## src/rtl/core/time_token_parser_assert.svh

```systemverilog
// ----------------------------------------------------------------------------
// time_token_parser_assert.svh
// Assertion macros for the time token parser.
// ----------------------------------------------------------------------------
`ifndef TIME_TOKEN_PARSER_ASSERT_SVH
`define TIME_TOKEN_PARSER_ASSERT_SVH

// same-cycle implication
`define TTP_ASSERT_IMPLY(name, clk, rst, ante, cons, msg) \
   name: assert property (@(posedge clk) disable iff (rst) (ante) |-> (cons)) \
      else $error(msg);

// next-cycle implication
`define TTP_ASSERT_NEXT(name, clk, rst, ante, cons, msg) \
   name: assert property (@(posedge clk) disable iff (rst) (ante) |=> (cons)) \
      else $error(msg);

`endif

```

## src/rtl/core/ttp_pkg.sv

```systemverilog
// ----------------------------------------------------------------------------
// ttp_pkg
// Types, character codes and scaling constants of the time token parser.
// ----------------------------------------------------------------------------
package ttp_pkg;

   localparam int unsigned QUEUE_DEPTH_DEF = 4;

   typedef struct packed {
      logic [7:0] char_byte;
      logic       last_char;
   } req_type;

   typedef struct packed {
      logic [61:0] time_ns;
      logic [1:0]  error_code;
   } rsp_type;

   typedef enum logic [1:0] {
      ERR_NONE      = 2'd0,
      ERR_FRAC_LONG = 2'd1,
      ERR_FRAC_NONE = 2'd2,
      ERR_UNIT      = 2'd3
   } err_type;

   typedef enum logic [3:0] {
      UNIT_NS = 4'b0001,
      UNIT_S  = 4'b0010,
      UNIT_MS = 4'b0100,
      UNIT_US = 4'b1000
   } unit_type;

   typedef struct packed {
      logic [31:0] whole;
      logic [29:0] frac;
      logic [3:0]  digits;
      unit_type    unit;
      err_type     err;
   } tok_type;

   localparam logic [7:0] CH_0          = 8'h30;
   localparam logic [7:0] CH_9          = 8'h39;
   localparam logic [7:0] CH_DOT        = 8'h2E;
   localparam logic [7:0] CH_S          = 8'h73;
   localparam logic [7:0] CH_M          = 8'h6D;
   localparam logic [7:0] CH_U          = 8'h75;
   localparam logic [7:0] CH_N          = 8'h6E;
   localparam logic [7:0] CH_MICRO_LEAD = 8'hC2;
   localparam logic [7:0] CH_MICRO_TAIL = 8'hB5;

   localparam logic [3:0] FRAC_DIGITS_MAX  = 4'd9;
   localparam logic [3:0] FRAC_DIGITS_OVER = 4'd10;

   localparam logic [29:0] NS_PER_S  = 30'd1000000000;
   localparam logic [29:0] NS_PER_MS = 30'd1000000;
   localparam logic [29:0] NS_PER_US = 30'd1000;
   localparam logic [29:0] NS_PER_NS = 30'd1;

   // floor(x / 1000) and floor(x / 1000000) for x below 2^30
   localparam logic [30:0] RECIP_MS = 31'd1099511628;
   localparam logic [30:0] RECIP_US = 31'd1125899907;
   localparam int unsigned SHIFT_MS = 40;
   localparam int unsigned SHIFT_US = 50;

   function automatic logic [29:0] frac_scale(input logic [3:0] digits);
      logic [29:0] scale;
      case (digits)
         4'd0:    scale = 30'd1000000000;
         4'd1:    scale = 30'd100000000;
         4'd2:    scale = 30'd10000000;
         4'd3:    scale = 30'd1000000;
         4'd4:    scale = 30'd100000;
         4'd5:    scale = 30'd10000;
         4'd6:    scale = 30'd1000;
         4'd7:    scale = 30'd100;
         4'd8:    scale = 30'd10;
         default: scale = 30'd1;
      endcase
      return scale;
   endfunction

endpackage

```

## src/rtl/core/ttp_back.sv

```systemverilog
// ----------------------------------------------------------------------------
// ttp_back
// Two-stage scaling pipeline: integer and fraction to nanoseconds, unit
// reduction of the fraction, final sum.
// ----------------------------------------------------------------------------
module ttp_back (
   input  logic              clock,
   input  logic              reset,
   input  ttp_pkg::tok_type  tok_data,
   input  logic              tok_empty,
   output logic              tok_pop,
   output logic              rsp_push,
   output ttp_pkg::rsp_type  rsp_data,
   input  logic              rsp_full
);

   logic              adv;
   logic [29:0]       unit_scale;
   logic [61:0]       whole_prod;
   logic [59:0]       frac_prod;
   logic [30:0]       recip;
   logic [60:0]       recip_prod;
   logic [29:0]       frac_unit;

   logic              s1_valid_ff;
   logic [61:0]       s1_whole_ff;
   logic [29:0]       s1_frac_ff;
   ttp_pkg::unit_type s1_unit_ff;
   ttp_pkg::err_type  s1_err_ff;

   logic              s2_valid_ff;
   logic [61:0]       s2_whole_ff;
   logic [29:0]       s2_frac_ff;
   ttp_pkg::err_type  s2_err_ff;

   assign adv      = !s2_valid_ff || !rsp_full;
   assign tok_pop  = adv && !tok_empty;
   assign rsp_push = s2_valid_ff && !rsp_full;

   always_comb begin
      unique case (tok_data.unit)
         ttp_pkg::UNIT_S:  unit_scale = ttp_pkg::NS_PER_S;
         ttp_pkg::UNIT_MS: unit_scale = ttp_pkg::NS_PER_MS;
         ttp_pkg::UNIT_US: unit_scale = ttp_pkg::NS_PER_US;
         default:          unit_scale = ttp_pkg::NS_PER_NS;
      endcase
   end

   assign whole_prod = {30'd0, tok_data.whole} * {32'd0, unit_scale};
   assign frac_prod  = {30'd0, tok_data.frac} * {30'd0, ttp_pkg::frac_scale(tok_data.digits)};

   assign recip      = (s1_unit_ff == ttp_pkg::UNIT_MS) ? ttp_pkg::RECIP_MS : ttp_pkg::RECIP_US;
   assign recip_prod = {31'd0, s1_frac_ff} * {30'd0, recip};

   always_comb begin
      unique case (s1_unit_ff)
         ttp_pkg::UNIT_S:  frac_unit = s1_frac_ff;
         ttp_pkg::UNIT_MS: frac_unit = 30'(recip_prod[60:ttp_pkg::SHIFT_MS]);
         ttp_pkg::UNIT_US: frac_unit = 30'(recip_prod[60:ttp_pkg::SHIFT_US]);
         default:          frac_unit = '0;
      endcase
   end

   always_ff @(posedge clock) begin
      if (reset) begin
         s1_valid_ff <= 1'b0;
         s2_valid_ff <= 1'b0;
      end else if (adv) begin
         s1_valid_ff <= !tok_empty;
         s2_valid_ff <= s1_valid_ff;
      end
   end

   always_ff @(posedge clock) begin
      if (adv) begin
         s1_whole_ff <= whole_prod;
         s1_frac_ff  <= frac_prod[29:0];
         s1_unit_ff  <= tok_data.unit;
         s1_err_ff   <= tok_data.err;
         s2_whole_ff <= s1_whole_ff;
         s2_frac_ff  <= frac_unit;
         s2_err_ff   <= s1_err_ff;
      end
   end

   assign rsp_data.time_ns    = (s2_err_ff == ttp_pkg::ERR_NONE)
                              ? s2_whole_ff + {32'd0, s2_frac_ff} : '0;
   assign rsp_data.error_code = s2_err_ff;

endmodule

```

## config.mk

```make
export PLATFORM = sky130hd
export DESIGN_NAME = ttp_back
export DESIGN_NICKNAME = d
export VERILOG_FILES = /design/src/rtl/core/time_token_parser_assert.svh /design/src/rtl/core/ttp_pkg.sv /design/src/rtl/core/ttp_back.sv
export SDC_FILE = /design/constraint.sdc
export NUM_CORES = 2
export LEC_CHECK = 0
export ABC_AREA = 1
export ABC_CLOCK_PERIOD_IN_PS = 10300
export BUFFER_PORTS_ARGS = -buffer_cell sky130_fd_sc_hd__buf_2
export CAP_MARGIN = 20
export CELL_PAD_IN_SITES_DETAIL_PLACEMENT = 1
export CELL_PAD_IN_SITES_GLOBAL_PLACEMENT = 2
export CORE_ASPECT_RATIO = 1.25
export CORE_MARGIN = 2
export CORE_UTILIZATION = 42
export CTS_CLUSTER_SIZE = 40
export DETAILED_ROUTE_END_ITERATION = 8
export GPL_TIMING_DRIVEN = 0
export HOLD_SLACK_MARGIN = 0.12
export PLACE_DENSITY_LB_ADDON = 0.1
export SYNTH_ARGS = -nofsm -noshare
export SYNTH_HDL_FRONTEND = slang
export SYNTH_SLANG_ARGS = --single-unit
```

## constraint.sdc

```tcl
create_clock -name clock -period 10.3 [get_ports clock]
set_clock_uncertainty 0.2 [all_clocks]
set_input_delay 0.515 -clock clock [delete_from_list [all_inputs] [get_ports clock]]
set_output_delay 0.515 -clock clock [all_outputs]
set_load 0.01 [all_outputs]
```

# Yosys cells after proc, flatten, opt, wreduce, memory -nomap -nowiden
# Memory sizes are Yosys's and may differ from the RTL's.
# Index checks and enable logic that the tools add are counted.
# op_classes
add_sub_neg,1
n_mul,3
n_eq_ne,6
n_mux,4
reduce_logical,7
# ops
operator,n
30-bit one-hot mux with 3 select lines,2
62-bit by 30-bit adder with 62-bit output,1
32-bit by 30-bit multiplier with 62-bit output,1
62-bit 2-to-1 mux,1
30-bit by 31-bit multiplier with 61-bit output,1
30-bit by 30-bit multiplier with 30-bit output,1
26-bit 2-to-1 mux,1
4-bit by 2-bit == test with 1-bit output (second input constant),2
4-bit by 3-bit == test with 1-bit output (second input constant),2
4-bit == test (second input constant),2
1-bit zero test,3
1-bit logical AND,2
2-bit zero test,1
1-bit logical OR,1
# totals
reg_bits,194
mem_bits_ro,480
input_bits,76
out_inout_bits,66
elab_cells,31
mem_count,1
# memory_table
name,words,word_bits,rd,rd_clocked_by_memory_dff,wr,line_no,source
(name not given),16,30,1,0,0,ttp_pkg.sv:67,case (digits)

# Logic depth before layout (Yosys ltp)
# logic_depth
depth_word,4
ltp_mapped,41
mapped_depth_nobuf,40

# Worst setup path before layout
# OpenSTA, ideal clock, no wires.
# synth_timing
path_kind,reg2reg
start,register s1_unit_ff[2]
end,"register s2_frac_ff[14], data pin"
setup_ns,0.267
arrival_time_ns,6.950
required_ns,9.833
path_slack_ns,2.884
path_stages_with_launch,36
path_buffers,1
period_less_slack_ns,7.416
cell_sequence,edfxtp_1 inv_1 nor2_1 nand2_1 clkinv_1 clkbuf_1 nor2_1 inv_1 fa_1 inv_1 fa_1 fa_1 inv_1 fa_1 inv_1 fa_1 inv_1 fa_1 inv_1 fa_1 inv_1 fa_1 inv_1 ha_1 nand2_1 inv_1 a21oi_1 nor3_1 nor2_1 nor2_1 nor2_1 nand2_1 nand2_1 nand3_1 nand3_1 o21ai_0
# synth_between
elab_chain_cells,4
elab_cells_between_ends,6
classes_between,mul: 1; eq/ne: 3; mux: 2
# synth_rtl
element,line_no,source
start: declaration,ttp_back.sv:28,ttp_pkg::unit_type s1_unit_ff;
start signal: assignment,ttp_back.sv:78,s1_unit_ff <= tok_data.unit;
4-bit by 3-bit == test with 1-bit output,"ttp_back.sv:52, ttp_back.sv:56",
26-bit 2-to-1 mux,ttp_back.sv:52,assign recip = (s1_unit_ff == ttp_pkg::UNIT_MS) ? ttp_pkg::RECIP_MS : ttp_pkg::RECIP_US;
30-bit by 31-bit multiplier with 61-bit output,ttp_back.sv:53,"assign recip_prod = {31'd0, s1_frac_ff} * {30'd0, recip};"
30-bit one-hot mux with 3 select lines (*),ttp_back.sv:56,unique case (s1_unit_ff)
named net frac_unit[14],ttp_back.sv:23,logic [29:0] frac_unit;
end signal: assignment,ttp_back.sv:81,s2_frac_ff <= frac_unit;
end: declaration,ttp_back.sv:33,logic [29:0] s2_frac_ff;
# The timed path passes the listed nets; every way through them passes the cells marked *.
# A chain may end at the register's enable or synchronous reset.

# Worst setup path after layout
# layout_timing
start,input port tok_data[5] (netlist name)
end,"register s1_whole_ff[32], data pin"
# layout_between
elab_chain_cells,3
elab_cells_between_ends,5
classes_between,mul: 1; eq/ne: 3; mux: 1
# layout_rtl
element,line_no,source
start: declaration,ttp_back.sv:9,"input ttp_pkg::tok_type tok_data,"
"4-bit == test, or another cell as far along",ttp_back.sv:41,unique case (tok_data.unit)
30-bit one-hot mux with 3 select lines (*),ttp_back.sv:41,
32-bit by 30-bit multiplier with 62-bit output (*),ttp_back.sv:49,"assign whole_prod = {30'd0, tok_data.whole} * {32'd0, unit_scale};"
named net whole_prod[32],ttp_back.sv:19,logic [61:0] whole_prod;
end signal: assignment,ttp_back.sv:76,s1_whole_ff <= whole_prod;
end: declaration,ttp_back.sv:26,logic [61:0] s1_whole_ff;
# Marked as above.

==> results.md <==
- Cell count after synthesis: 7812
- Run status: finished clean
- Net count of the finished layout: 10429
- Sequential element share of the synthesized area: 8.61%
- Core footprint: 160000 µm²
- Antenna violations before repair: 4
- Most instantiated library cell after synthesis: inv_1
- Netlist area before placement: 67500 µm²
- CTS HTree Levels: 4
- Clk pin slew, worst setup/hold paths: 0.08 ns
- Wire length reported by the detailed router: 234000 µm
- Critical path peak fanout: 10
- Reg area: 5810 µm²
- Fin. max-slew vios: 0
- Number of synthesized flops with an enable pin: 192
- Wire length of the first global-routing pass: 359000 µm
- Measured slew at the worst slew-check pin: 1.16 ns
- Die height: 452 µm
- Share of cells above drive strength 1: 3.43%
- Syn-to-layout area delta: 6.50%
- Num rows: 164
- Average vias per placed instance: 5.10
- Number of filler instances in the final layout: 19087
- Tcrit/Tclk final: 94.8%
- Count of nets left with antenna violations after detail routing: 0
- Sum of net half-perimeters after detailed placement: 213000 µm
- Number of maximum-capacitance constraint violations: 0
- Crit path top cell by count: fa_1
- Cells taking the most area after synthesis: fa_1 (41%), ha_1 (18%), inv_1 (13%), edfxtp_1 (8.5%), nand2_1 (5.9%)
- Fraction of the core area covered by cells at the end of the flow: 45.0%
- Post-CTS setup buffer count: 0
- # port buffers: 135
- Worst R2R Setup Slack: 0.72 ns
- Post-synthesis sequential element count: 194
- Number of ports placed on the die boundary: 142
- Total die area: 164000 µm²
- Type of destination of the critical path: flop
- Crit path DAT: 9.82 ns
- Endpoint required time on the critical path: 10.36 ns
- Count of endpoints failing hold in the final timing report: 0
- Global route total overflow: 0
- Standard cell with the maximum stage delay on the critical path: nor2_1
- Overall Global Routing Usage: 29.4%
- Library cells used by synthesis: 52
- Upper clock frequency limit: 102 MHz
- Hold WC Path Type: reg2reg
- Number of instances in the placed design: 10062
- Leading cell types by count after synthesis: inv_1 (2308), fa_1 (1387), nand2_1 (1067)
- Combinational family with the most area after synthesis: adder cells
- RSZ-0062 raised after global routing: no
- Clock Latency Late Sink: 0.49 ns
- Ys Warns: 0
- Initial standard-cell utilization of the core: 42.3%
- Post-DR wirelength/cell: 23.2 µm
- Number of global-route vias before repair: 59450
- Initial DRT Pass Iterations: 5
- Slowest stage delay, CP: 0.80 ns
- Non-filler cells, final: 10103
- Area of the multi-input gates: 52500 µm²
- Async set-reset flop share out of synthesis: 0%
- Worst path bufs/invs: 8
- Post-synth top area share: 41.2%
- Crit start category: primary input
- Final weighted congestion of routability-driven global placement: 0.950
- Post-Synth Simple-Gate Area: 13.1%
- Clock tree from TritonCTS: done
- Normalized max-slew margin: 22.7%
- Synthesized-area fraction occupied by adder cells: 58.8%
- Min Clock Period, post-route: 9.77 ns
- Num CTS Buffers: 17
- Number of clock sinks: 194
- Total via count after detailed routing: 51520
- Avg Synthesized Cell Area: 8.64 µm²
- Complex-gate fraction of the synthesized area: 4.49%
- Type of the setup path with the least slack: in2reg
- Clock tree root driver cell: clkbuf_16
- Cell type contributing the most total cell area after synthesis: fa_1
- DR iter-0 viols: 2402
- Post-route setup TNS: 0 ns
- DRC: 0
- Die Wd: 362 µm
- Top FF cell, synth: edfxtp_1
- Max Root-Sink Buffers: 2
- CP top delay family: adder cells
- Setup violations, final: 0
- Maximum number of pins on one net before global-route repair: 73
- Multiplexer area fraction after synthesis: 0%
- Area share of xor/xnor cells in the synthesized design: 1.35%
per-layer routing:
layer / up-vias / part of all wire, % / track usage [%] / routed length, µm
met4: 0 / 4.8 / 12.1 / 11300
met3: 341 / 2.5 / 1.75 / 5960
met1: 26679 / 41 / 35.2 / 94900
met5: - / 0 / 0 / 0
li1: 23609 / - / - / -
met2: 891 / 52 / 54.7 / 122000
timing repair:
item                                    in CTS  in global routing
hold buffers                                 8                  0
endpoints found under the setup margin      15                 18
hold endpoints to repair                     8                  0
pin swaps                                    0                  0
gates resized for setup                      5                 11
sequential cells by signal, indices dropped and copies added (netlist names):
register,cells
s2_valid_ff,1
s1_frac_ff,30
s2_frac_ff,30
s2_err_ff,2
s1_valid_ff,1
s1_err_ff,2
s1_whole_ff,62
s1_unit_ff,4
s2_whole_ff,62
cell usage in the layout (no fill, tap or decap), types with 138 or more instances in the layout:
master    instances
a21oi_1         219
buf_2           138
edfxtp_1        192
fa_1           1387
ha_1            952
inv_1          2308
nand2_1        1065
nand3_1         171
nor2_1          756
o21ai_0         165
path summary, 6_finish.rpt:
check | start | endpoint | cells after the start
worst min register to register | s1_whole_ff[34] | s2_whole_ff[34] | 0
worst max-delay path | tok_data[5] | s1_whole_ff[32] | 26
worst max register to register | s1_unit_ff[2] | s2_frac_ff[1] | 31
worst min-delay path | s1_whole_ff[34] | s2_whole_ff[34] | 0
kinds of logic (layout without fill, tap and decap cells):
| group | Yosys count | after routing |
|---|---|---|
| compound gates | 538 | 538 |
| xor+xnor | 104 | 104 |
| fa+ha+maj | 2339 | 2339 |
| buf+inv | 2453 | 2660 |
| flops | 194 | 194 |
| other cells | 2 | 11 |
| simple gates | 2182 | 2182 |
metrics by stage:
step | setup WS (ns) | area [µm²] | hold slack (ns)
floorplan | 2.88 | 67500 | 0.200
global placement | -1.25 | 70800 | 0.202
detailed placement | -0.255 | 71100 | 0.206
CTS | 0.0416 | 71800 | 0.220
global route | 0.142 | 71900 | 0.229
finish | 0.533 | 71900 | 0.219
final cells by class:
class                   instances  share of cell area, %
diodes                          1                0.00348
plain buffers                 123                  0.676
clock buffers                  17                  0.592
clock inverters                15                  0.259
inverters                    2329                   12.2
multi-input cells            5173                   73.1
flip-flops and latches        194                   8.08
well taps                    2075                   3.61
repair buffers                176                   1.51
Power is left out: the tool's default activity adds up to more than one toggle a clock period on the data nets, which glitch-free logic cannot reach.
