`src/rtl/core/time_token_parser_assert.svh`:
```
// ----------------------------------------------------------------------------
// time_token_parser_assert.svh
// Assertion macros for the time token parser.
// ----------------------------------------------------------------------------
`ifndef TIME_TOKEN_PARSER_ASSERT_SVH
`define TIME_TOKEN_PARSER_ASSERT_SVH

// same-cycle implication
`define TTP_ASSERT_IMPLY(name, clk, rst, ante, cons, msg) \
   name: assert property (@(posedge clk) disable iff (rst) (ante) |-> (cons)) \
      else $error(msg);

// next-cycle implication
`define TTP_ASSERT_NEXT(name, clk, rst, ante, cons, msg) \
   name: assert property (@(posedge clk) disable iff (rst) (ante) |=> (cons)) \
      else $error(msg);

`endif

```
`src/rtl/core/ttp_pkg.sv`:
```
// ----------------------------------------------------------------------------
// ttp_pkg
// Types, character codes and scaling constants of the time token parser.
// ----------------------------------------------------------------------------
package ttp_pkg;

   localparam int unsigned QUEUE_DEPTH_DEF = 4;

   typedef struct packed {
      logic [7:0] char_byte;
      logic       last_char;
   } req_type;

   typedef struct packed {
      logic [61:0] time_ns;
      logic [1:0]  error_code;
   } rsp_type;

   typedef enum logic [1:0] {
      ERR_NONE      = 2'd0,
      ERR_FRAC_LONG = 2'd1,
      ERR_FRAC_NONE = 2'd2,
      ERR_UNIT      = 2'd3
   } err_type;

   typedef enum logic [3:0] {
      UNIT_NS = 4'b0001,
      UNIT_S  = 4'b0010,
      UNIT_MS = 4'b0100,
      UNIT_US = 4'b1000
   } unit_type;

   typedef struct packed {
      logic [31:0] whole;
      logic [29:0] frac;
      logic [3:0]  digits;
      unit_type    unit;
      err_type     err;
   } tok_type;

   localparam logic [7:0] CH_0          = 8'h30;
   localparam logic [7:0] CH_9          = 8'h39;
   localparam logic [7:0] CH_DOT        = 8'h2E;
   localparam logic [7:0] CH_S          = 8'h73;
   localparam logic [7:0] CH_M          = 8'h6D;
   localparam logic [7:0] CH_U          = 8'h75;
   localparam logic [7:0] CH_N          = 8'h6E;
   localparam logic [7:0] CH_MICRO_LEAD = 8'hC2;
   localparam logic [7:0] CH_MICRO_TAIL = 8'hB5;

   localparam logic [3:0] FRAC_DIGITS_MAX  = 4'd9;
   localparam logic [3:0] FRAC_DIGITS_OVER = 4'd10;

   localparam logic [29:0] NS_PER_S  = 30'd1000000000;
   localparam logic [29:0] NS_PER_MS = 30'd1000000;
   localparam logic [29:0] NS_PER_US = 30'd1000;
   localparam logic [29:0] NS_PER_NS = 30'd1;

   // floor(x / 1000) and floor(x / 1000000) for x below 2^30
   localparam logic [30:0] RECIP_MS = 31'd1099511628;
   localparam logic [30:0] RECIP_US = 31'd1125899907;
   localparam int unsigned SHIFT_MS = 40;
   localparam int unsigned SHIFT_US = 50;

   function automatic logic [29:0] frac_scale(input logic [3:0] digits);
      logic [29:0] scale;
      case (digits)
         4'd0:    scale = 30'd1000000000;
         4'd1:    scale = 30'd100000000;
         4'd2:    scale = 30'd10000000;
         4'd3:    scale = 30'd1000000;
         4'd4:    scale = 30'd100000;
         4'd5:    scale = 30'd10000;
         4'd6:    scale = 30'd1000;
         4'd7:    scale = 30'd100;
         4'd8:    scale = 30'd10;
         default: scale = 30'd1;
      endcase
      return scale;
   endfunction

endpackage

```
`src/rtl/core/ttp_front.sv`:
```
// ----------------------------------------------------------------------------
// ttp_front
// Byte-wise token scanner: integer, fraction and unit suffix; classifies the
// finished token and hands it on as one record.
// ----------------------------------------------------------------------------
module ttp_front (
   input  logic              clock,
   input  logic              reset,
   input  logic              accept,
   input  ttp_pkg::req_type  req_data,
   output logic              tok_push,
   output ttp_pkg::tok_type  tok_data
);

   typedef enum logic [3:0] {
      PH_INT     = 4'b0001,
      PH_FRAC    = 4'b0010,
      PH_SUF     = 4'b0100,
      PH_SUF_DOT = 4'b1000
   } phase_type;

   typedef enum logic [7:0] {
      SM_NS = 8'b0000_0001,
      SM_M  = 8'b0000_0010,
      SM_U  = 8'b0000_0100,
      SM_N  = 8'b0000_1000,
      SM_C2 = 8'b0001_0000,
      SM_S  = 8'b0010_0000,
      SM_MS = 8'b0100_0000,
      SM_US = 8'b1000_0000
   } match_type;

   logic [31:0] whole_ff, whole_in;
   logic [29:0] frac_ff, frac_in;
   logic [3:0]  digits_ff, digits_in;
   phase_type   phase_ff, phase_in;
   match_type   match_ff, match_in;
   logic        bad_ff, bad_in;

   logic [7:0]  c;
   logic        is_digit;
   logic [3:0]  digit_val;
   logic [35:0] whole_x10;
   logic [31:0] whole_sat;
   logic [32:0] frac_x10;
   logic        start_suffix, cont_suffix;
   logic        dot, in_suffix, partial;
   ttp_pkg::err_type  err;
   ttp_pkg::unit_type unit;

   assign c         = req_data.char_byte;
   assign is_digit  = (c >= ttp_pkg::CH_0) && (c <= ttp_pkg::CH_9);
   assign digit_val = c[3:0];
   assign whole_x10 = {1'b0, whole_ff, 3'b000} + {3'b000, whole_ff, 1'b0}
                    + {32'd0, digit_val};
   assign whole_sat = (|whole_x10[35:32]) ? '1 : whole_x10[31:0];
   assign frac_x10  = {frac_ff, 3'b000} + {2'b00, frac_ff, 1'b0} + {29'd0, digit_val};

   always_comb begin
      whole_in     = whole_ff;
      frac_in      = frac_ff;
      digits_in    = digits_ff;
      phase_in     = phase_ff;
      match_in     = match_ff;
      bad_in       = bad_ff;
      start_suffix = 1'b0;
      cont_suffix  = 1'b0;
      unique case (phase_ff)
         PH_INT: begin
            if (is_digit) begin
               whole_in = whole_sat;
            end else if (c == ttp_pkg::CH_DOT) begin
               phase_in = PH_FRAC;
            end else begin
               start_suffix = 1'b1;
            end
         end
         PH_FRAC: begin
            if (is_digit) begin
               if (digits_ff < ttp_pkg::FRAC_DIGITS_MAX) begin
                  frac_in   = frac_x10[29:0];
                  digits_in = digits_ff + 4'd1;
               end else begin
                  digits_in = ttp_pkg::FRAC_DIGITS_OVER;
               end
            end else begin
               start_suffix = 1'b1;
            end
         end
         PH_SUF, PH_SUF_DOT: begin
            cont_suffix = 1'b1;
         end
         default: begin
            phase_in = PH_INT;
         end
      endcase

      if (start_suffix) begin
         phase_in = (phase_ff == PH_FRAC) ? PH_SUF_DOT : PH_SUF;
         unique case (c)
            ttp_pkg::CH_S:          match_in = SM_S;
            ttp_pkg::CH_M:          match_in = SM_M;
            ttp_pkg::CH_U:          match_in = SM_U;
            ttp_pkg::CH_N:          match_in = SM_N;
            ttp_pkg::CH_MICRO_LEAD: match_in = SM_C2;
            default:                bad_in   = 1'b1;
         endcase
      end

      if (cont_suffix && !bad_ff) begin
         priority if (match_ff == SM_M && c == ttp_pkg::CH_S) begin
            match_in = SM_MS;
         end else if (match_ff == SM_U && c == ttp_pkg::CH_S) begin
            match_in = SM_US;
         end else if (match_ff == SM_N && c == ttp_pkg::CH_S) begin
            match_in = SM_NS;
         end else if (match_ff == SM_C2 && c == ttp_pkg::CH_MICRO_TAIL) begin
            match_in = SM_U;
         end else begin
            bad_in = 1'b1;
         end
      end
   end

   assign dot       = (phase_in == PH_FRAC) || (phase_in == PH_SUF_DOT);
   assign in_suffix = (phase_in == PH_SUF) || (phase_in == PH_SUF_DOT);
   assign partial   = (match_in == SM_M) || (match_in == SM_U) || (match_in == SM_N)
                   || (match_in == SM_C2);

   always_comb begin
      priority if (dot && digits_in > ttp_pkg::FRAC_DIGITS_MAX) begin
         err = ttp_pkg::ERR_FRAC_LONG;
      end else if (dot && digits_in == 4'd0) begin
         err = ttp_pkg::ERR_FRAC_NONE;
      end else if (in_suffix && (bad_in || partial)) begin
         err = ttp_pkg::ERR_UNIT;
      end else begin
         err = ttp_pkg::ERR_NONE;
      end
   end

   always_comb begin
      unit = ttp_pkg::UNIT_NS;
      if (in_suffix) begin
         unique case (match_in)
            SM_S:    unit = ttp_pkg::UNIT_S;
            SM_MS:   unit = ttp_pkg::UNIT_MS;
            SM_US:   unit = ttp_pkg::UNIT_US;
            default: unit = ttp_pkg::UNIT_NS;
         endcase
      end
   end

   assign tok_push        = accept && req_data.last_char;
   assign tok_data.whole  = whole_in;
   assign tok_data.frac   = frac_in;
   assign tok_data.digits = digits_in;
   assign tok_data.unit   = unit;
   assign tok_data.err    = err;

   always_ff @(posedge clock) begin
      if (reset || tok_push) begin
         whole_ff  <= '0;
         frac_ff   <= '0;
         digits_ff <= '0;
         phase_ff  <= PH_INT;
         match_ff  <= SM_NS;
         bad_ff    <= 1'b0;
      end else if (accept) begin
         whole_ff  <= whole_in;
         frac_ff   <= frac_in;
         digits_ff <= digits_in;
         phase_ff  <= phase_in;
         match_ff  <= match_in;
         bad_ff    <= bad_in;
      end
   end

endmodule

```
`config.mk`:
```
export PLATFORM = sky130hd
export DESIGN_NAME = ttp_front
export DESIGN_NICKNAME = d
export VERILOG_FILES = /design/src/rtl/core/time_token_parser_assert.svh /design/src/rtl/core/ttp_pkg.sv /design/src/rtl/core/ttp_front.sv
export SDC_FILE = /design/constraint.sdc
export NUM_CORES = 1
export LEC_CHECK = 0
export ABC_AREA = 0
export BUFFER_PORTS_ARGS = -buffer_cell sky130_fd_sc_hd__buf_2
export CORE_ASPECT_RATIO = 0.9
export CORE_MARGIN = 2
export CORE_UTILIZATION = 60
export DETAILED_ROUTE_END_ITERATION = 10
export GPL_TIMING_DRIVEN = 1
export PLACE_DENSITY = 0.79
export SLEW_MARGIN = 40
export SYNTH_ARGS = -nofsm -noshare
export SYNTH_HDL_FRONTEND = slang
export SYNTH_SLANG_ARGS = --single-unit
```
`constraint.sdc`:
```
create_clock -name clock -period 5.9 [get_ports clock]
set_input_delay 0.295 -clock clock [delete_from_list [all_inputs] [get_ports clock]]
set_output_delay 0.295 -clock clock [all_outputs]
set_load 0.005 [all_outputs]
```
Yosys cells after proc, flatten, opt, wreduce, memory -nomap -nowiden
Index checks and enable logic that the tools add are counted.
Widths: inputs -> output; s select.
{"block": "classes", "addsub": 5, "multipliers": 0, "div_mod_pow": 0, "order_cmp": 4, "eq_ne": 25, "n_shift": 0, "n_mux": 38, "bitwise": 0, "reduce_logical": 23}
{"operator": "$mux 32", "count": 3}
{"operator": "$mux 30", "count": 3}
{"operator": "$mux 8", "count": 6}
{"operator": "$eq 8x7->1 const B", "count": 5}
{"operator": "$pmux 8 s5", "count": 1}
{"operator": "$add 35x33->36", "count": 1}
{"operator": "$add 36x4->36", "count": 1}
{"operator": "$mux 4", "count": 8}
{"operator": "$add 30x30->30", "count": 1}
{"operator": "$add 30x4->30", "count": 1}
{"operator": "$eq 8x8->1 const B", "count": 3}
{"operator": "$eq 8x2->1 const B", "count": 2}
{"operator": "$eq 8x3->1 const B", "count": 2}
{"operator": "$eq 8x4->1 const B", "count": 2}
{"operator": "$eq 8x5->1 const B", "count": 2}
{"operator": "$eq 8x6->1 const B", "count": 2}
{"operator": "$pmux 4 s3", "count": 1}
{"operator": "$mux 1", "count": 11}
{"operator": "$logic_and 1x1->1", "count": 10}
{"operator": "$eq 4x2->1 const B", "count": 2}
{"operator": "$eq 4x3->1 const B", "count": 2}
{"operator": "$eq 4x4->1 const B", "count": 2}
{"operator": "$ge 8x6->1 const B", "count": 1}
{"operator": "$le 8x6->1 const B", "count": 1}
{"operator": "14 further kinds", "count": 22}
{"block": "word_totals", "register_bits": 79, "latchBits": 0, "ram_bits": 0, "mem_bits_ro": 0, "in_bits": 12, "out_inout_bits": 73, "word_cells": 101, "mem_count": 0}

Logic depth before layout (Yosys ltp)
{"block": "logic_depth", "depth_word": 19, "mapped_depth": 14, "ltp_nobuf": 12}

Worst setup path before layout
OpenSTA, ideal clock, no wires.
{"block": "synth_timing", "path_type": "register to register", "start": "register whole_ff[0]", "end": "register whole_ff[19]", "t_arrival_ps": 3588, "slack_ps": 2193, "path_stages_with_launch": 14, "synth_period_minus_slack_ps": 3707, "cell_sequence": "dfxtp_1 -> fa_1 -> ha_1 -> a211oi_1 -> o21bai_1 -> a311oi_1 -> nand4bb_1 -> a21oi_1 -> or2_2 -> a2111o_1 -> or2_1 -> buf_2 -> buf_6 -> o221a_1"}
{"block": "synth_between", "elab_chain_len": 6}
{"element": "from (decl)", "line": "ttp_front.sv:33", "text": "logic [31:0] whole_ff, whole_in;"}
{"element": "from (signal assigned)", "line": "ttp_front.sv:170", "text": "whole_ff <= whole_in;"}
{"element": "$add 35x33->36 *", "line": "ttp_front.sv:54", "text": "assign whole_x10 = {1'b0, whole_ff, 3'b000} + {3'b000, whole_ff, 1'b0}"}
{"element": "$add 36x4->36 *", "line": "ttp_front.sv:55", "text": "+ {32'd0, digit_val};"}
{"element": "$reduce_or 4->1", "line": "ttp_front.sv:56", "text": "assign whole_sat = (|whole_x10[35:32]) ? '1 : whole_x10[31:0];"}
{"element": "$mux 32 *", "line": "ttp_front.sv:56"}
{"element": "$mux 32 *", "line": "ttp_front.sv:70", "text": "if (is_digit) begin"}
{"element": "$mux 32 *", "line": "ttp_front.sv:68", "text": "unique case (phase_ff)"}
Every way passes the cells marked *; elsewhere a longest branch is shown, timed or not.
A chain may end at the register's enable or synchronous reset.

==> impl_results.md <==
* WS Path Type: register to primary output
* Sequential cell area at 0.00158 mm2
* Largest net degree at the start of global routing at between 50 and 60
* Die Span Y at 114 um
* Synth top area cells: dfxtp_1 (20%), ha_1 (18%), nand2_1 (5.3%), a21oi_1 (4.7%), o221a_1 (4.2%)
* Most common cell after layout, fill and taps aside: ha_1
* Vias in the first global route at 7,117
* Gr usage total at between 20% and 30%
* Placed Area at approximately 0.0086 mm2
* Crit-path max FO at 32
* Via count at approximately 8,000
* Status: completed
* Post-synth EDFFs at 0
* Total global routing overflow at 0
* Syn avg cell area at between 8 and 9 um2
* Fin crit share at about 77%
* Largest area contributor in the netlist: dfxtp_1
* Pleak at 0.00438 uW
* Relative slew slack at between 40 and 50%
* Initial antenna violation count at 0
* CP max stage delay at around 590 ps
* DRC Markers at 0
* Fmax achieved at between 200 and 250 MHz
* CP Buf/Inv Count at 2
* Total power draw at between 1000 and 1500 uW
* Final setup violation count at 0
* Worst clock skew at about 6.5 ps
* Post-Syn Instances at 1,007
* CP endpoint kind: primary output
* Vias per Instance at 6.33
* Max VDD drop at roughly 0.15 mV
* Clock sink total at between 70 and 80
* Final-stage net count at 1,194
* RD Place Congestion at roughly 0.94
* Core Rows at 40
* Initial Util at 61.0%
* YS warnings at 0
* Commonest cells after routing, fill and taps aside: ha_1 (119), nand2_1 (113), buf_2 (84), dfxtp_1 (79), a21oi_1 (76)
* Worst-path clk slew at roughly 60 ps
* Core area at between 0.01 and 0.015 mm2
* CP delay by family, top: compound AO/OA/AOI/OAI gates
* Worst slew pin tran at 774 ps
* DR WL/cell at ~17 um
* WL final at about 21,000 um
* Async set-reset flop share out of synthesis at 0%
* Design area at 0.00887 mm2
* Max-slew violations at 0
* Number of hold buffers added after CTS at 0
* Sequential-to-total area share from yosys stat at about a fifth
* Resized cells post-CTS at 0
* Die footprint at between 0.01 and 0.015 mm2
* ANT nets after route at 0
* First-pass GRT wire length at roughly 35,000 um
* Syn-to-layout area delta at 9.73%
* Initial DRC count at 603
* PwrDens at ~140 mW/mm2
* CTS H-tree depth at 3
* Detailed Routing Iterations Pass 1 at 5
* Critical path cell sequence: fa_1, ha_1, a211oi_1, o21bai_1, a311oi_1, nand4bb_1, a21oi_1, or2_2, a2111o_1, buf_4, o22a_1, buf_2
* Arrival time worst endpoint at roughly 4300 ps
* Max-cap viol count at 0
* # IOs at 85
* Hold/Removal Path Class: input pin to register
* Area occupied by multi-input gates at between 0.006 and 0.007 mm2
* Min Tclk post-route at approximately 4600 ps
* Synthesis-stage register bit count at slightly below 80
* Clock Path Buffers at 2
* Post-synthesis cell area at approximately 0.008 mm2
* Layout cells sized above 1 at about an eighth
* CTS buffer count at 9
* Placed Instances at between 1,000 and 1,500
* Layout Cells excl Fill at about 1,200
* Final HPWL DP at ~15,000 um
* Syn_nets at 1,142
* Fill cell count at approximately 1,200
* Post-Route Setup TNS at 0 ps
* RSZ-0062 raised after global routing: false
* Die width at between 100 and 150 um
* TritonCTS clock tree: yes
* Top_reg_cell synth: dfxtp_1
* Worst-Skew Late Latency at approximately 350 ps
* Setup crit start kind: register
* # diodes at 0
* Yosys top cell area share at roughly a fifth
* Clock root buffer: clkbuf_16
* Netlist cell types at 69
* WP data required at 5610 ps
* Final Hold Violating Endpoints at 0
* Setup repair bufs after CTS at 0
* Crit-path slowest cell: a311oi_1
* # port buffers at between 80 and 90
[final timing paths]
path	startpoint	end	slack (ps)	cells after the start
setup / recovery	whole_ff[0]	tok_data[40]	1340	12
hold / removal	req_data[1]	whole_ff[0]	340	2
setup reg to reg	whole_ff[0]	whole_ff[8]	1540	12
hold reg to reg	match_ff[5]	match_ff[5]	500	2
[per-layer routing]
| layer | wire (um) | global-route usage [%] |
|---|---|---|
| met3 | 989 | 5.14 |
| met4 | 292 | 7.03 |
| met1 | 10300 | 41.6 |
| met2 | 9310 | 45.3 |
| met5 | 0 | 0 |
[area by class of cell]
cell class	count	area share (%)
Clock buffer	11	2.85
Clock inverter	4	0.508
Inverter	26	1.10
Multi-Input combinational cell	852	70.0
Sequential cell	79	17.8
Tap cell	168	2.37
Timing Repair Buffer	91	5.33
[registers in the layout, indices dropped and copies added, names as in the netlist]
| name | flops |
|---|---|
| bad_ff | 1 |
| digits_ff | 4 |
| frac_ff | 30 |
| match_ff | 8 |
| phase_ff | 4 |
| whole_ff | 32 |
[cell families (layout without fill, tap and decap cells)]
family | after synthesis | count (layout) | share of synthesized area (%)
flip-flops | 79 | 79 | 19.6
buffers and inverters | 76 | 132 | 3.85
XOR/XNOR | 58 | 58 | 6.28
multiplexers | 18 | 18 | 2.29
AND/OR/NAND/NOR | 317 | 317 | 19.1
AO/OA/AOI/OAI | 336 | 336 | 29.5
adder cells (fa/ha/maj) | 123 | 123 | 19.4
[per-stage QoR]
stage                     hold slack [ps]  setup WS (ps)  util, %
after detailed placement              486           1490     64.6
after global routing                  364           1150     66.9
final                                 340           1340     66.9
after floorplan                       463           2190        -
after CTS                             334           1390     66.9
after global placement                481           1610     64.6
[Yosys cell counts (4+ instances only)]
cell      instances
o31a_1            4
o31ai_1           7
o21a_1           10
nand4_1          11
or2_2             6
o22a_1           33
o221a_2           4
o211ai_1          8
xor2_1           24
nor2_1           66
nand2_1         114
ha_1            119
xnor2_1          34
clkbuf_1         40
nand4b_1          5
a21oi_1          76
a211oi_1         13
and3_1           11
nand2b_1          9
nor2b_1          10
o311ai_0          4
inv_1            26
or4_1             4
a22oi_1           4
nor4_1            4
o221a_1          30
nand3_1          28
fa_1              4
a31oi_1          11
a21o_1           27
nor3b_1           4
mux2i_1          14
and2_1           12
o221ai_1          4
dfxtp_1          79
o21ai_0          65
o21bai_1         10
buf_1             4
nor3_1           17
[where the power goes]
group          total, uW  internal, uW  switching [uW]
Combinational        138          53.2            84.7
Clock                580           347             234
Sequential           549           539            9.21
Note: power is estimated with default switching activity, not from simulation.
