===== src/rtl/core/time_token_parser_assert.svh =====
// ----------------------------------------------------------------------------
// time_token_parser_assert.svh
// Assertion macros for the time token parser.
// ----------------------------------------------------------------------------
`ifndef TIME_TOKEN_PARSER_ASSERT_SVH
`define TIME_TOKEN_PARSER_ASSERT_SVH

// same-cycle implication
`define TTP_ASSERT_IMPLY(name, clk, rst, ante, cons, msg) \
   name: assert property (@(posedge clk) disable iff (rst) (ante) |-> (cons)) \
      else $error(msg);

// next-cycle implication
`define TTP_ASSERT_NEXT(name, clk, rst, ante, cons, msg) \
   name: assert property (@(posedge clk) disable iff (rst) (ante) |=> (cons)) \
      else $error(msg);

`endif


===== src/rtl/core/ttp_pkg.sv =====
// ----------------------------------------------------------------------------
// ttp_pkg
// Types, character codes and scaling constants of the time token parser.
// ----------------------------------------------------------------------------
package ttp_pkg;

   localparam int unsigned QUEUE_DEPTH_DEF = 4;

   typedef struct packed {
      logic [7:0] char_byte;
      logic       last_char;
   } req_type;

   typedef struct packed {
      logic [61:0] time_ns;
      logic [1:0]  error_code;
   } rsp_type;

   typedef enum logic [1:0] {
      ERR_NONE      = 2'd0,
      ERR_FRAC_LONG = 2'd1,
      ERR_FRAC_NONE = 2'd2,
      ERR_UNIT      = 2'd3
   } err_type;

   typedef enum logic [3:0] {
      UNIT_NS = 4'b0001,
      UNIT_S  = 4'b0010,
      UNIT_MS = 4'b0100,
      UNIT_US = 4'b1000
   } unit_type;

   typedef struct packed {
      logic [31:0] whole;
      logic [29:0] frac;
      logic [3:0]  digits;
      unit_type    unit;
      err_type     err;
   } tok_type;

   localparam logic [7:0] CH_0          = 8'h30;
   localparam logic [7:0] CH_9          = 8'h39;
   localparam logic [7:0] CH_DOT        = 8'h2E;
   localparam logic [7:0] CH_S          = 8'h73;
   localparam logic [7:0] CH_M          = 8'h6D;
   localparam logic [7:0] CH_U          = 8'h75;
   localparam logic [7:0] CH_N          = 8'h6E;
   localparam logic [7:0] CH_MICRO_LEAD = 8'hC2;
   localparam logic [7:0] CH_MICRO_TAIL = 8'hB5;

   localparam logic [3:0] FRAC_DIGITS_MAX  = 4'd9;
   localparam logic [3:0] FRAC_DIGITS_OVER = 4'd10;

   localparam logic [29:0] NS_PER_S  = 30'd1000000000;
   localparam logic [29:0] NS_PER_MS = 30'd1000000;
   localparam logic [29:0] NS_PER_US = 30'd1000;
   localparam logic [29:0] NS_PER_NS = 30'd1;

   // floor(x / 1000) and floor(x / 1000000) for x below 2^30
   localparam logic [30:0] RECIP_MS = 31'd1099511628;
   localparam logic [30:0] RECIP_US = 31'd1125899907;
   localparam int unsigned SHIFT_MS = 40;
   localparam int unsigned SHIFT_US = 50;

   function automatic logic [29:0] frac_scale(input logic [3:0] digits);
      logic [29:0] scale;
      case (digits)
         4'd0:    scale = 30'd1000000000;
         4'd1:    scale = 30'd100000000;
         4'd2:    scale = 30'd10000000;
         4'd3:    scale = 30'd1000000;
         4'd4:    scale = 30'd100000;
         4'd5:    scale = 30'd10000;
         4'd6:    scale = 30'd1000;
         4'd7:    scale = 30'd100;
         4'd8:    scale = 30'd10;
         default: scale = 30'd1;
      endcase
      return scale;
   endfunction

endpackage


===== src/rtl/core/ttp_fifo.sv =====
// ----------------------------------------------------------------------------
// ttp_fifo
// Small register queue with full and empty flags.
// ----------------------------------------------------------------------------
module ttp_fifo #(
   parameter int unsigned DEPTH = ttp_pkg::QUEUE_DEPTH_DEF,
   parameter int unsigned WIDTH = 8
) (
   input  logic             clock,
   input  logic             reset,
   input  logic             wr_en,
   input  logic [WIDTH-1:0] wr_data,
   output logic             full,
   input  logic             rd_en,
   output logic [WIDTH-1:0] rd_data,
   output logic             empty
);

   localparam int unsigned PTR_W = (DEPTH > 1) ? $clog2(DEPTH) : 1;
   localparam int unsigned CNT_W = $clog2(DEPTH + 1);

   logic [WIDTH-1:0] mem_ff [DEPTH];
   logic [PTR_W-1:0] head_ff, head_in, tail_ff, tail_in;
   logic [CNT_W-1:0] count_ff, count_in;
   logic             do_wr, do_rd;

   function automatic logic [PTR_W-1:0] ptr_next(input logic [PTR_W-1:0] ptr);
      return (ptr == PTR_W'(DEPTH - 1)) ? '0 : ptr + 1'b1;
   endfunction

   assign full    = (count_ff == CNT_W'(DEPTH));
   assign empty   = (count_ff == '0);
   assign do_wr   = wr_en && !full;
   assign do_rd   = rd_en && !empty;
   assign rd_data = mem_ff[head_ff];

   always_comb begin
      head_in  = do_rd ? ptr_next(head_ff) : head_ff;
      tail_in  = do_wr ? ptr_next(tail_ff) : tail_ff;
      count_in = count_ff;
      if (do_wr && !do_rd) begin
         count_in = count_ff + 1'b1;
      end else if (do_rd && !do_wr) begin
         count_in = count_ff - 1'b1;
      end
   end

   always_ff @(posedge clock) begin
      if (reset) begin
         head_ff  <= '0;
         tail_ff  <= '0;
         count_ff <= '0;
      end else begin
         head_ff  <= head_in;
         tail_ff  <= tail_in;
         count_ff <= count_in;
      end
   end

   always_ff @(posedge clock) begin
      if (do_wr) begin
         mem_ff[tail_ff] <= wr_data;
      end
   end

endmodule


===== config.mk =====
export PLATFORM = sky130hd
export DESIGN_NAME = ttp_fifo
export DESIGN_NICKNAME = d
export VERILOG_FILES = /design/src/rtl/core/time_token_parser_assert.svh /design/src/rtl/core/ttp_pkg.sv /design/src/rtl/core/ttp_fifo.sv
export SDC_FILE = /design/constraint.sdc
export NUM_CORES = 1
export LEC_CHECK = 0
export BUFFER_PORTS_ARGS = -buffer_cell sky130_fd_sc_hd__buf_4
export CORE_MARGIN = 4
export CORE_UTILIZATION = 39
export DETAILED_ROUTE_END_ITERATION = 12
export SYNTH_ARGS = -nofsm -noshare
export SYNTH_HDL_FRONTEND = slang
export SYNTH_SLANG_ARGS = --single-unit

===== constraint.sdc =====
create_clock -name clock -period 4.16 [get_ports clock]
set_input_delay 0.832 -clock clock [delete_from_list [all_inputs] [get_ports clock]]
set_output_delay 0.832 -clock clock [all_outputs]
set_load 0.01 [all_outputs]

=== Yosys cells after proc, flatten, opt, wreduce, memory -nomap -nowiden ===
Memories as Yosys holds them, arrays and structs flattened. A register that Yosys moved wholly into a read port is not among the register bits.
Cells that the tools add are included.
Widths: inputs -> output; s select.

* $add $sub $neg: 4
* Multiply operators: 0
* Divide/modulo/power cells: 0
* Magnitude comparators: 0
* Equal/unequal tests: 3
* Shift operators: 0
* Mux-type cells: 8
* Bitwise operators: 0
* Reduce and logical (&&, ||, !) cells: 10

{| class="wikitable"
|+ Operator list
! operator !! count
|-
| $mux 2 || 4
|-
| $mux 3 || 2
|-
| $add 2x1->2 const B || 2
|-
| $eq 2x2->1 const B || 2
|-
| $logic_and 1x1->1 || 4
|-
| $logic_not 1->1 || 4
|-
| $add 3x1->3 const B || 1
|-
| $eq 3x3->1 const B || 1
|-
| $logic_not 3->1 || 1
|-
| $sub 3x1->3 const B || 1
|-
| $mux 1 || 2
|-
| $reduce_bool 2->1 || 1
|}

* Flip-flop bits (word level): 7
* Latch bits: 0
* Bits in writable memories: 32
* ROM bits: 0
* Input bits: 12
* Output and inout bits: 10
* Word-level logic and storage cells: 29
* Memories: 1

{| class="wikitable"
|+ Memories
! memory !! words !! bits a word !! rd ports !! clocked after Yosys merged registers in !! wr ports !! RTL line !! RTL
|-
| mem_ff || 4 || 8 || 1 || 1 || 1 || ttp_fifo.sv:22 || <nowiki>logic [WIDTH-1:0] mem_ff [DEPTH];</nowiki>
|}

=== Longest topological paths before layout ===
Gate-level depths: netlist of run 1.

* Depth in word-level cells: 7
* Depth in mapped cells: 10
* Depth with buffers taken out: 9

=== Least setup slack after synthesis of run 1 ===
Ideal clock, no wire load.

* Kind: input port to flip-flop
* From: input port wr_en
* To: register count_ff[2]
* Setup time: 0.070 ns
* Data arrival time: 2.265 ns
* Data required time: 4.090 ns
* Setup slack: 1.825 ns
* Stages on the path: 8
* Buffers on the path: 0
* Path through: inv_1 nor2_2 ha_1 inv_1 fa_1 xor2_1 or3_2 a21oi_1

* Word-level cells in the longest chain between the ends: 4
* Elaborated cells on any way between the ends: 6
* Those cells by class: 1 x mux; 5 x reduce/logical

{| class="wikitable"
|+ RTL lines
! what !! RTL line !! RTL
|-
| from (decl) || ttp_fifo.sv:11 || <nowiki>input logic wr_en,</nowiki>
|-
| $logic_and 1x1->1 * || ttp_fifo.sv:33 || <nowiki>assign do_wr = wr_en && !full;</nowiki>
|-
| named net do_wr || ttp_fifo.sv:25 || <nowiki>logic do_wr, do_rd;</nowiki>
|-
| $logic_not 1->1 || ttp_fifo.sv:43 || <nowiki>end else if (do_rd && !do_wr) begin</nowiki>
|-
| $logic_and 1x1->1 || ttp_fifo.sv:43 ||
|-
| $reduce_bool 2->1 (no source line) || - ||
|-
| to (signal assigned) || ttp_fifo.sv:56 || <nowiki>count_ff <= count_in;</nowiki>
|-
| to (decl) || ttp_fifo.sv:24 || <nowiki>logic [CNT_W-1:0] count_ff, count_in;</nowiki>
|}

The timed path passes the listed nets; every way through them passes the cells marked *.
A chain may end at the register's enable or synchronous reset.

==> out/metrics.csv, run 1 <==
metric;value;unit
outcome;complete, no violations;
final slew viol count;0;
Worst setup SP type;flop;
CTS Hold Bufs;0;
area growth from synthesis to layout;20.30;%
final setup TNS;0;ns
fin crit period;2.544;ns
cell taking the most area after synthesis;edfxtp_1;
Root Buffer;clkbuf_8;
fin util;0.4913;
R2R cell count;9;
worst setup margin;1.616;ns
largest net degree at the start of global routing;15;
Starting Density;0.4084;
core area;0.004029;sq mm
Max Clock Skew;0.005004;ns
Worst setup EP type;output port;
Unique masters post-synth;26;
GRT overflow;0;
register area share after synthesis;0.6935;
nets@finish;135;
VDD IR max;0.2722;mV
global-route usage over all layers;0.1157;
fin crit share;0.6116;
worst r2r src;count_ff[0]$_SDFFE_PP0P_;
clk sinks;41;
synth top area cells;edfxtp_1 58%, dfxtp_1 11%, mux4_2 11%, ha_1 4.6%, and3_2 1.8%;
Die Ht;72.95;microns
crit-path max FO;8;
share of cells above drive strength 1;0.3932;
placed instance area;0.001842;sq mm
crit path DAT;1.71;ns
WL/cell;15.72;microns
First-pass DRT Iterations;4;
worst-path cell chain;mux4_2, buf_4;
synthesis warning total;0;
Hold Worst Slack;0.4875;ns
Req. time, crit path;3.33;ns
number of synthesized flops with an enable pin;32;
Routability Congestion;0.7101;
first-pass GRT wire length;4457;microns
HPWL after DPL;1904;microns
CTS H-tree lvls;2;
Buffers on Ports;21;
die width;72.95;microns
synthesized area per cell;17.88;sq um
vias in the first global route;917;
final setup fails;0;
Final Instance Area;0.001979;sq mm
top achievable clock speed;393.1;MHz
DR vias/cell;5.036;
drt initial violations;51;
antenna viol nets, final;0;
Num CTS Buffers;5;
ys async rst share;0;
Yosys top cell area share;0.5840;
worst slew pin tran;0.5468;ns
I/O Pins;22;
Worst Hold Path Cells;2;
Post-synth top cells;32 x edfxtp_1, 9 x dfxtp_1, 8 x mux4_2;
CP max stage delay;0.67;ns
synthesized net count;111;
Remaining DRCs;0;
Ant. Diodes;0;
initial antenna violation count;0;
CTS tree;built;
via count;841;
RSZ-0062 raised after global routing;no;
clk_lat worst skew;0.29;ns
hold_sp;head_ff[0]$_SDFFE_PP0P_;
Yosys reg bits;41;
Clock Pin Slew Worst Setup and Hold Paths;0.08;ns
Routed WL;2625;microns
Post-CTS Setup Inserts;0;
# resized after CTS;0;
Die ar.;0.005322;sq mm
Clock Tree Buf Depth;2;
Fin. Hold Viols;0;
Synth Cell Area;0.001645;sq mm
dpl ws;1.606;ns
prevailing post-synth register cell;edfxtp_1;
row count;23;
slew margin rel.;0.6350;
Leak;0.7322;nW
max cap viols;0;
critical path class;reg2out;
synthesized instance count;92;
most common cell in the netlist;edfxtp_1;
Power Density;609.8;mW/mm^2
worst hold path type;reg2reg;
Slowest cell on crit path;dfxtp_1;
==> worst paths after layout <==
kind	end	slack (ns)
max	rd_data[7]	1.62
min	flop	0.49
max reg2reg	count_ff[2]$_SDFFE_PP0P_	1.76
min reg2reg	flop	0.49
==> per-stage QoR <==
| step | power (mW) | cells |
|---|---|---|
| global route | 1.281 | 167 |
| global placement | 0.8354 | 159 |
| CTS | 1.226 | 167 |
| floorplan | 0.7388 | 92 |
| finish | 1.207 | 167 |
| detailed placement | 0.8466 | 159 |
==> per-layer routing <==
metal	GRT usage	vias to the layer above	routed length, microns
met1	0.1343	421	1004
met5	0	-	0
met3	0.04545	5	132
met4	0.04303	0	43
met2	0.1934	17	1444
li1	-	398	-
==> registers in the layout, summed over array words and instances (netlist names), named ones only <==
name,count
mem_ff,32
count_ff,3
head_ff,2
tail_ff,2
==> cells in the final DEF (no fill, tap or decap), types with 2 or more instances in the layout <==
master and n:
a21oi_1 3, and3_2 4, buf_4 21, bufinv_16 2, clkbuf_8 5, dfxtp_1 9
edfxtp_1 32, ha_1 6, inv_1 4, mux2i_1 2, mux4_2 8, nand3_1 2
nor2_1 3, nor3_1 2, o31ai_2 2, xor2_1 2
==> logic make-up after synthesis <==
logic type / after synthesis / synth area share
buf+inv: 9 / 0.02889
xor+xnor: 2 / 0.01065
compound gates: 7 / 0.03041
simple gates: 16 / 0.05704
flops: 41 / 0.6935
mux: 10 / 0.1217
fa+ha+maj: 7 / 0.05779
==> critical path: cells and delay by family, from the launching register on <==
family	cells	cell delay [ns]
multiplexers	1	0.59
buffers and inverters	1	0.16
flip-flops	1	0.67
==> layout make-up <==
cell class                 count  area, sq um
fill                         365         2049
sequential                    41         1141
multi-input combinational     42        456.7
timing repair buffer          21        157.7
clock buffer                   5        68.82
clock inverter                 3        68.82
tap                           50        62.56
inverter                       5        23.77
==> where the power goes <==
group | switching, mW | total (mW) | internal (mW)
combinational | 0.123 | 0.279 | 0.156
sequential | 0.0501 | 0.549 | 0.499
clock | 0.137 | 0.378 | 0.241
total | 0.310 | 1.21 | 0.897
No activity file was read; power rests on OpenSTA's default activity.
==> inputs of run 2 (changes only) <==
Settings changed: ABC_AREA set to 1.
Clock period 4.16 ns to 2.64 ns, I/O delays scaled along.
==> out/metrics.csv, run 2 <==
metric;value;unit
Sw Share;0.3157;
largest family of logic cells by synthesized area;simple AND/OR/NAND/NOR gates;
Final Non-Filler Cells;229;
prevailing post-synth register cell;edfxtp_1;
Fin. Hold Viols;0;
fill cell count;373;
Top reg by flops;mem_ff;
Unique masters post-synth;19;
Final Instance Area;0.002069;sq mm
HPWL after DPL;2316;microns
simple-gate share of the synthesized area;0.1209;
initial antenna violation count;0;
Clk network pwr share;0.278;
antenna viol nets, final;0;
Die Ht;73.96;microns
Remaining DRCs;0;
Leak;0.8449;nW
crit path DAT;1.53;ns
slew margin rel.;0.7490;
Total Power;2.143;mW
Power Density;1035;mW/mm^2
Clock Tree Buf Depth;2;
Synth Cell Area;0.001697;sq mm
row count;23;
Hold Worst Slack;0.4125;ns
worst slew pin tran;0.3759;ns
critical path class;reg2out;
DR vias/cell;4.943;
synthesized instance count;147;
Post-CTS Setup Inserts;0;
share of cells above drive strength 1;0.2179;
register area share after synthesis;0.6726;
Num CTS Buffers;5;
Req. time, crit path;2.11;ns
Comb power frac;0.315;
commonest non-fill, non-tap cell in the layout;nor2_1;
post-synthesis adder-cell area fraction;0.05605;
ys async rst share;0;
synthesis warning total;0;
fin util;0.5029;
top achievable clock speed;485.6;MHz
crit-path max FO;9;
CP max stage delay;0.55;ns
Max Clock Skew;0.005582;ns
GRT overflow;0;
final setup fails;0;
Worst setup SP type;flop;
Die ar.;0.005469;sq mm
Root Buffer;clkbuf_8;
global-route usage over all layers;0.1365;
nets@finish;197;
clk sinks;41;
final setup TNS;0;ns
# resized after CTS;0;
vias in the first global route;1150;
First-pass DRT Iterations;4;
number of synthesized flops with an enable pin;32;
Flop pwr share;0.407;
Buffers on Ports;21;
Yosys top cell area share;0.5664;
max reg flops;32;
worst setup margin;0.5805;ns
Routed WL;3324;microns
internal power;1.466;mW
synth top area cells;edfxtp_1 57%, dfxtp_1 11%, nor2_1 7.3%, ha_1 4.4%, o21ai_0 3.8%;
final slew viol count;0;
post-synthesis compound-gate area fraction;0.09218;
VDD IR max;0.3258;mV
I/O Pins;22;
WL/cell;14.52;microns
Starting Density;0.4123;
Slowest cell on crit path;dfxtp_1;
fin crit period;2.059;ns
area growth from synthesis to layout;21.98;%
CTS tree;built;
XOR/XNOR share of the synthesized area;0.005162;
Sw Pwr;676.5;uW
dpl ws;0.7444;ns
most common cell in the netlist;nor2_1;
Worst setup EP type;output port;
RSZ-0062 raised after global routing;no;
cell taking the most area after synthesis;edfxtp_1;
drt initial violations;82;
max cap viols;0;
CTS Hold Bufs;0;
worst reg-to-reg setup slack;0.74;ns
Ant. Diodes;0;
synthesized area per cell;11.54;sq um
placed instance area;0.001932;sq mm
fin crit share;0.7801;
outcome;complete, no violations;
clk_lat worst skew;0.29;ns
Post-synth top cells;33 x nor2_1, 32 x edfxtp_1, 17 x inv_1;
placed cell count;221;
CTS H-tree lvls;2;
first-pass GRT wire length;5395;microns
core area;0.004115;sq mm
via count;1132;
multiplexer share of the synthesized area;0;
registers with the most flip-flops;mem_ff: 32 flops, count_ff: 3 flops;
die width;73.96;microns
worst hold path type;in2reg;
largest net degree at the start of global routing;17;
worst-path cell chain;inv_1, o21ai_0, o22ai_1, buf_4;
most frequent cells in the layout;33 x nor2_1, 32 x edfxtp_1, 26 x buf_4, 17 x inv_1;
Clock Pin Slew Worst Setup and Hold Paths;0.08;ns
Yosys reg bits;41;
Routability Congestion;0.7745;
synthesized net count;166;
run 2: final timing paths:
check | start | to | cells after the start
worst max-delay path | flop | rd_data[0] | 4
worst min-delay path | reset | count_ff[0]$_SDFFE_PP0P_ | 2
worst max register to register | count_ff[1]$_SDFFE_PP0P_ | count_ff[2]$_SDFFE_PP0P_ | 12
worst min register to register | count_ff[1]$_SDFFE_PP0P_ | count_ff[1]$_SDFFE_PP0P_ | 2
run 2: layout make-up:
class,instances,area (sq um),area share
sequential,41,1141,0.5514
multi-input combinational,86,465.4,0.2249
timing repair buffer,26,195.2,0.09432
clock buffer,5,68.82,0.03325
clock inverter,3,68.82,0.03325
inverter,18,67.56,0.03265
tap,50,62.56,0.03023
run 2: critical path: cells and delay by family (launching register included):
kind                   cells  cell delay [ns]
buffers and inverters      2             0.42
flip-flops                 1             0.55
AO/OA/AOI/OAI              2             0.27
run 2: routing by layer:
metal  vias to the layer above  track usage  wire length [microns]
met5                         -            0                      0
met4                         0      0.06237                     64
met3                         8      0.04054                    211
met2                        33       0.2352                   1756
met1                       530       0.1559                   1291
li1                        561            -                      -
run 2: kinds of logic (layout without fill, tap and decap cells):
family	Yosys count	after routing
AND/OR/NAND/NOR	51	51
flip-flops	41	41
AO/OA/AOI/OAI	27	27
buffers and inverters	20	52
adder cells (fa/ha/maj)	7	7
XOR/XNOR	1	1
run 2: power groups by stage:
stage	Combinational, mW	Clock [mW]	Sequential, mW
after floorplan	0.419	0	0.864
after global placement	0.641	0	0.881
after detailed placement	0.680	0	0.886
after CTS	0.684	0.609	0.872
after global routing	0.766	0.640	0.885
final	0.675	0.597	0.871
==> inputs of run 3 (changes only) <==
Settings changed: ABC_AREA 1 to 0.
Clock period 2.64 ns to 1.7 ns, I/O delays scaled along.
==> out/metrics.csv, run 3 (synthesized netlist as in run 1, its figures left out) <==
metric;value;unit
outcome;complete, but fails checks;
failing checks;setup timing;
initial antenna violation count;0;
first-pass GRT wire length;4512;microns
fin util;0.5267;
Leak;0.7963;nW
RSZ-0062 raised after global routing;yes;
Worst setup EP type;flop;
fin crit period;1.949;ns
Fin. Hold Viols;0;
GRT overflow;0;
largest net degree at the start of global routing;14;
drt initial violations;33;
row count;23;
Max Clock Skew;0.005672;ns
Clock Pin Slew Worst Setup and Hold Paths;0.07;ns
met3 usage;0.04683;
DR vias/cell;4.851;
top achievable clock speed;513.1;MHz
critical path class;reg2reg;
GRT met1 Usage;0.1418;
VDD IR max;0.8003;mV
Clock Tree Buf Depth;2;
CTS Hold Bufs;0;
crit path DAT;2.17;ns
Routed WL;2758;microns
antenna viol nets, final;0;
commonest non-fill, non-tap cell in the layout;edfxtp_1;
clk sinks;41;
Num CTS Buffers;5;
Starting Density;0.4084;
worst hold path type;in2reg;
fin crit share;1.146;
clk_lat worst skew;0.29;ns
Hold Worst Slack;0.2482;ns
worst setup margin;-0.2489;ns
global-route usage over all layers;0.1188;
Top reg by flops;mem_ff;
final setup fails;10;
worst reg-to-reg setup slack;-0.25;ns
Routability Congestion;0.7519;
share of cells above drive strength 1;0.5344;
Power Density;1385;mW/mm^2
via count;878;
Remaining DRCs;0;
crit-path max FO;3;
Buffers on Ports;21;
max cap viols;0;
Die Ht;72.95;microns
Ant. Diodes;0;
busiest grt layer;met2;
max reg flops;32;
CTS H-tree lvls;2;
final slew viol count;0;
most frequent cells in the layout;32 x edfxtp_1, 23 x buf_4, 12 x buf_6, 8 x mux4_2;
vias in the first global route;939;
Worst setup SP type;flop;
WL/cell;15.24;microns
HPWL after DPL;1960;microns
slew margin rel.;0.7710;
nets@finish;149;
core area;0.004029;sq mm
registers with the most flip-flops;mem_ff: 32 flops, count_ff: 3 flops;
worst slew pin tran;0.3415;ns
CTS tree;built;
Die ar.;0.005322;sq mm
met2 Use GR;0.1944;
Root Buffer;clkbuf_8;
area growth from synthesis to layout;28.97;%
First-pass DRT Iterations;4;
Req. time, crit path;1.92;ns
die width;72.95;microns
I/O Pins;22;
[run 3: changes by cell type in the layout (fill, tap and decap cells not counted), sizes merged, moves of 8 or more]
cell | previous run | this run
nor2 | 33 | 4
inv | 19 | 4
o21ai | 17 | 2
nand2 | 14 | 1
buf | 26 | 35
mux4 | 0 | 8
o22ai | 8 | 0
[run 3: where the power goes]
| group | switching, mW | internal (mW) | total [mW] | leakage, nW |
|---|---|---|---|---|
| Combinational | 0.419 | 0.601 | 1.02 | 0.382 |
| Sequential | 0.0793 | 1.24 | 1.32 | 0.370 |
| Clock | 0.318 | 0.283 | 0.601 | 0.0439 |
[run 3: worst paths after layout]
path	start	endpoint	cells past startpoint
worst max-delay path	count_ff[1]$_SDFFE_PP0P_	count_ff[2]$_SDFFE_PP0P_	9
worst min-delay path	wr_data[1]	mem_ff[3][1]$_DFFE_PP_	1
worst max register to register	count_ff[1]$_SDFFE_PP0P_	count_ff[2]$_SDFFE_PP0P_	9
worst min register to register	head_ff[0]$_SDFFE_PP0P_	flop	2
[run 3: final cells by class]
class / instances / area [sq um]
fill: 341 / 1907
sequential: 41 / 1155
multi-input combinational: 42 / 486.7
timing repair buffer: 35 / 307.8
clock buffer: 5 / 68.82
tap: 50 / 62.56
inverter: 5 / 23.77
clock inverter: 3 / 17.52
[run 3: metal layers]
metal / vias to the layer above / routed length [microns]
li1: 423 / -
met1: 427 / 1117
met2: 23 / 1453
met3: 5 / 152
met4: 0 / 35
met5: - / 0
[run 3: metrics by stage]
step,setup TNS (ns),cell area [sq um],power [mW],setup slack [ns],std cells
after floorplan,-0.4947,1668,1.846,-0.3010,92
after global placement,-0.4183,1954,2.214,-0.2564,171
after detailed placement,-0.4546,1954,2.237,-0.2881,171
after CTS,-1.022,2108,2.965,-0.2785,181
after global routing,-1.412,2122,3.131,-0.3306,181
final,-0.7628,2122,2.940,-0.2489,181
[run 3: worst max-delay path, stage by stage, from the launching register on]
cell,delay (ns)
dfxtp_4,0.35
or3b_4,0.41
clkinv_4,0.07
nor2_4,0.04
ha_4,0.16
buf_4,0.12
buf_4,0.12
xor2_1,0.16
or3_4,0.33
a21oi_2,0.13
[run 3: repair_timing]
item                       4_1_cts  5_1_grt
pin swaps                        5        1
buffers inserted                 2        0
hold endpoints to repair         0        0
setup endpoints to repair       11       11
gates resized for setup         16        2
